## src/rtl/core/tuht_pkg.sv

```systemverilog
// Package for the triangle union hit test: sizes, coordinate types, codes
// and the control/flag structs between the sequencer and the edge unit.
`timescale 1ns / 1ps

package tuht_pkg;

  localparam int MAX_TRIANGLES = 64;
  localparam int COORD_BITS    = 16;

  localparam int CORNERS = 3 * MAX_TRIANGLES;
  localparam int ADDR_W  = (CORNERS > 1) ? $clog2(CORNERS) : 1;
  localparam int CNT_W   = $clog2(MAX_TRIANGLES + 1);
  localparam int DIFF_W  = COORD_BITS + 1;
  localparam int PROD_W  = 2 * DIFF_W;

  typedef logic signed [COORD_BITS-1:0] coord_t;
  typedef logic signed [DIFF_W-1:0]     diff_t;
  typedef logic signed [PROD_W-1:0]     prod_t;

  typedef struct packed {
    coord_t y;
    coord_t x;
  } corner_t;

  // item kinds
  localparam logic KIND_ADD   = 1'b0;
  localparam logic KIND_QUERY = 1'b1;

  // result status codes
  localparam logic [1:0] ST_ADDED = 2'd0;
  localparam logic [1:0] ST_FULL  = 2'd1;
  localparam logic [1:0] ST_QUERY = 2'd2;

  typedef struct packed {
    logic clear;   // drop sign flags before a new triangle
    logic mul_en;  // issue one product this cycle
    logic half;    // 0: (ux-px)*(wy-py), 1: (wx-px)*(uy-py)
  } edge_ctrl_t;

  typedef struct packed {
    logic pos;
    logic neg;
  } edge_flags_t;

endpackage

```

## src/rtl/core/tuht_edge_unit.sv

```systemverilog
// Shared multiply/compare unit: one cross product term per mul_en cycle,
// then the sign of a-b folded into pos/neg flags. Depends on tuht_pkg.
`timescale 1ns / 1ps

module tuht_edge_unit (
  input  logic                 clk,
  input  logic                 rst,
  input  tuht_pkg::edge_ctrl_t ctrl,
  input  tuht_pkg::corner_t    u,
  input  tuht_pkg::corner_t    w,
  input  tuht_pkg::coord_t     px,
  input  tuht_pkg::coord_t     py,
  output tuht_pkg::edge_flags_t flags
);
  import tuht_pkg::*;

  diff_t d1;
  diff_t d2;
  prod_t prod;
  prod_t prod_a;
  logic  prod_vld;
  logic  prod_half;

  always_comb begin
    if (ctrl.half) begin
      d1 = diff_t'(w.x) - diff_t'(px);
      d2 = diff_t'(u.y) - diff_t'(py);
    end else begin
      d1 = diff_t'(u.x) - diff_t'(px);
      d2 = diff_t'(w.y) - diff_t'(py);
    end
  end

  // product register
  always_ff @(posedge clk) begin
    if (rst) begin
      prod_vld <= 1'b0;
    end else begin
      prod_vld <= ctrl.mul_en;
    end
    if (ctrl.mul_en) begin
      prod      <= prod_t'(d1) * prod_t'(d2);
      prod_half <= ctrl.half;
    end
  end

  // hold first term, compare when the second one lands
  always_ff @(posedge clk) begin
    if (rst) begin
      flags <= '0;
    end else if (ctrl.clear) begin
      flags <= '0;
    end else if (prod_vld && prod_half) begin
      if (prod_a > prod) begin
        flags.pos <= 1'b1;
      end
      if (prod_a < prod) begin
        flags.neg <= 1'b1;
      end
    end
    if (prod_vld && !prod_half) begin
      prod_a <= prod;
    end
  end

endmodule
```

## config.mk

```make
export PLATFORM = sky130hd
export DESIGN_NAME = tuht_edge_unit
export DESIGN_NICKNAME = d
export VERILOG_FILES = /design/src/rtl/core/tuht_pkg.sv /design/src/rtl/core/tuht_edge_unit.sv
export SDC_FILE = /design/constraint.sdc
export NUM_CORES = 1
export LEC_CHECK = 0
export BUFFER_PORTS_ARGS = -buffer_cell sky130_fd_sc_hd__buf_2
export CAP_MARGIN = 20
export CORE_MARGIN = 1.5
export CORE_UTILIZATION = 37
export DETAILED_ROUTE_END_ITERATION = 16
export PLACE_DENSITY = 0.56
export SYNTH_ARGS = -nofsm -noshare
export SYNTH_HDL_FRONTEND = slang
export SYNTH_SLANG_ARGS = --single-unit
```

## constraint.sdc

```tcl
create_clock -name clk -period 27 [get_ports clk]
set_clock_uncertainty 0.15 [all_clocks]
set_input_delay 1.35 -clock clk [delete_from_list [all_inputs] [get_ports clk]]
set_output_delay 1.35 -clock clk [all_outputs]
set_load 0.01 [all_outputs]
```

==> reports/metrics.yaml <==
outcome: "completed"
grt.met2_usage_pct: 32.5
cp-endpoint: "prod[33]$_DFFE_PP_"
netlist.area_leader.share_pct: 37.5
die_area_sq_mm: 0.0444
drt_iter0_drc: 621
overflow: 0
r2r_start: "prod[15]$_DFFE_PP_"
post_cts_resized: 0
clockRootBuffer: "clkbuf_16"
cp_data_required_time_ps: 26990
ctsHoldBuffers: 0
met3_usage_pct: 1.65
antenna_found_initial: 0
drv_cap: 0
ys.flop_type: "edfxtp_1"
rsz0062_at_grt: "no"
vias: 11700
crit_path_frequent_cell: "fa_1"
reg2regPathDepth: 10
setup_viol: 0
period_minus_slack_ps: 10210
synth_top_cell_by_area: "fa_1"
ys_warn_count: 0
use_met1_pct: 25.5
whs_ps: 294
slowest_stage: "or4_4"
htree_levels: 3
cts-buffers-inserted: 9
slew_viol_final: 0
core_area_sq_mm: 0.0423
syn_nets: 2250
grt_usage_pct: 18.8
std_cell_rows: 75
synth_edf_count: 69
async_flop_share_pct: 0
tritoncts: "done"
portBuffers: 102
cp-startpoint: "ctrl[0]"
ant_nets: 0
max-clock-path-buffers: 2
grt_max_degree: 37
place_inst: 2372
area_delta_synth_final_pct: 10.2
synth_cells: 1700
ys_top_cells_by_area: "fa_1 37%, edfxtp_1 13%, ha_1 12%"
r2r_end: "flags[0]$_SDFFE_PP0P_"
synth.distinct_cells: 65
nFillCells: 4258
gp_congestion: 0.864
diodes: 0
ys_seq_elements: 72
drive_gt1_share_pct: 10.9
tightest_slew_ps: 1160
busiest_layer: "met2"
hold_class: "register to register"
period_share_pct: 37.8
regArea_sq_mm: 0.00213
grt_pass1_vias: 12600
multi_input_area_sq_mm: 0.0122
setup.worst_path.start_class: "primary input"
setup_ws_ps: 16790
cp_slowest_stage_delay_ps: 560
ff2ff_setup_slack_ps: 24310
die_h_um: 211
endpoint_kind: "register"
via_per_inst: 4.88
hold_viol: 0
dp_hpwl_um: 33500
clock_latency_ps: 330
dr.pass1.iters: 5
slew_headroom_pct: 22.1
die_x_um: 211
crit_arrival_ps: 10200
wl_um: 39700
fin_nets: 2357
wl_per_cell_um: 16.6
place_ws_ps: 16320
critPathMaxFanout: 33
cts.sinks: 72
grt_pass1_wl_um: 65800
criticalPathCategory: "primary input to register"
avgSynthCellArea_sq_um: 9.40
synth-seq-area-share_pct: 13.3
tns_ps: 0
fmax_mhz: 98.0
synth_area_sq_mm: 0.0160
clkTransAtPathRegs_ps: 60
post_cts_buffers: 0
drc: 0
ios: 103
start_util_pct: 37.8
layout.cells.non_filler: 2389
## area by class of cell
cell class                 count  share of cell area, %
timing repair buffer         131                   4.14
clock buffer                   9                   1.28
multi-input combinational   1191                   69.4
sequential                    72                   12.1
inverter                     402                   8.57
tap                          577                   4.10
clock inverter                 7                  0.448
## registers in the layout (all words and copies together) (netlist names)
name / cells
prod_half: 1
prod_vld: 1
prod: 34
prod_a: 34
flags: 2
## placed cells by master (no fill, tap or decap), types with 43 or more instances in the layout
| cell | netlist | routed |
|---|---|---|
| buf_2 | 7 | 102 |
| inv_1 | 402 | 402 |
| a21oi_1 | 50 | 50 |
| nand2_1 | 172 | 172 |
| nor2_1 | 110 | 110 |
| and2_1 | 43 | 43 |
| xnor2_1 | 49 | 48 |
| edfxtp_1 | 69 | 69 |
| fa_1 | 299 | 299 |
| ha_1 | 150 | 150 |
## through the flow
stage | util [%] | cell area (sq um)
2_1_floorplan | - | 16000
3_3_place_gp | 40.9 | 17300
3_5_place_dp | 40.9 | 17300
4_1_cts | 41.6 | 17600
5_1_grt | 41.6 | 17600
6_report | 41.6 | 17600
## worst max-delay path, delay by kind of cell
kind | cells | cell delay (ps)
muxes | 1 | 270
AOI/OAI and AO/OA | 10 | 2270
and+or+nand+nor | 6 | 1410
buffers and inverters | 8 | 780
adders and majority gates | 9 | 4050
## worst min-delay path by stage
stage	cells after the start	slack, ps	from	endpoint
floorplan	0	280	prod[10]$_DFFE_PP_	prod_a[10]$_DFFE_PP_
global placement	0	280	prod[28]$_DFFE_PP_	prod_a[28]$_DFFE_PP_
detailed placement	0	290	prod[22]$_DFFE_PP_	prod_a[22]$_DFFE_PP_
CTS	0	290	prod[22]$_DFFE_PP_	prod_a[22]$_DFFE_PP_
global route	0	310	prod[22]$_DFFE_PP_	prod_a[22]$_DFFE_PP_
finish	0	290	prod[20]$_DFFE_PP_	prod_a[20]$_DFFE_PP_
## cells in the mapped netlist, types with 3 or more instances
master	n
a211o_1	3
a211oi_1	6
a21o_1	20
a21oi_1	50
a311oi_1	3
a31oi_1	14
and2_1	43
and3_1	7
buf_2	7
clkbuf_1	26
dfxtp_1	3
edfxtp_1	69
fa_1	299
ha_1	150
inv_1	402
mux2_2	30
mux2i_1	3
nand2_1	172
nand2b_1	23
nand3_1	12
nand3b_1	5
nand4_1	8
nor2_1	110
nor2b_1	26
nor3_1	16
nor3b_1	4
o2111ai_1	5
o211ai_1	11
o21a_1	13
o21ai_0	39
o21ai_1	3
o31ai_1	3
or2_2	8
or3_1	5
xnor2_1	49
xor2_1	16
## per-layer routing
layer / wire length (um) / vias up
li1: - / 5513
met1: 18200 / 5839
met2: 19000 / 280
met3: 1750 / 38
met4: 726 / 0
met5: 0 / -
## cell families (layout without fill, tap and decap cells)
logic type	count (synthesis)	after routing	synth area share (%)
AO/OA/AOI/OAI	196	196	8.07
XOR/XNOR	65	65	3.56
adder cells (fa/ha/maj)	449	449	49.2
buffers and inverters	437	549	10.4
flip-flops	72	72	13.3
multiplexers	33	33	2.30
AND/OR/NAND/NOR	448	448	13.2
Power is left out: the tool's default activity adds up to more than one toggle a clock period on the data nets, which glitch-free logic cannot reach.
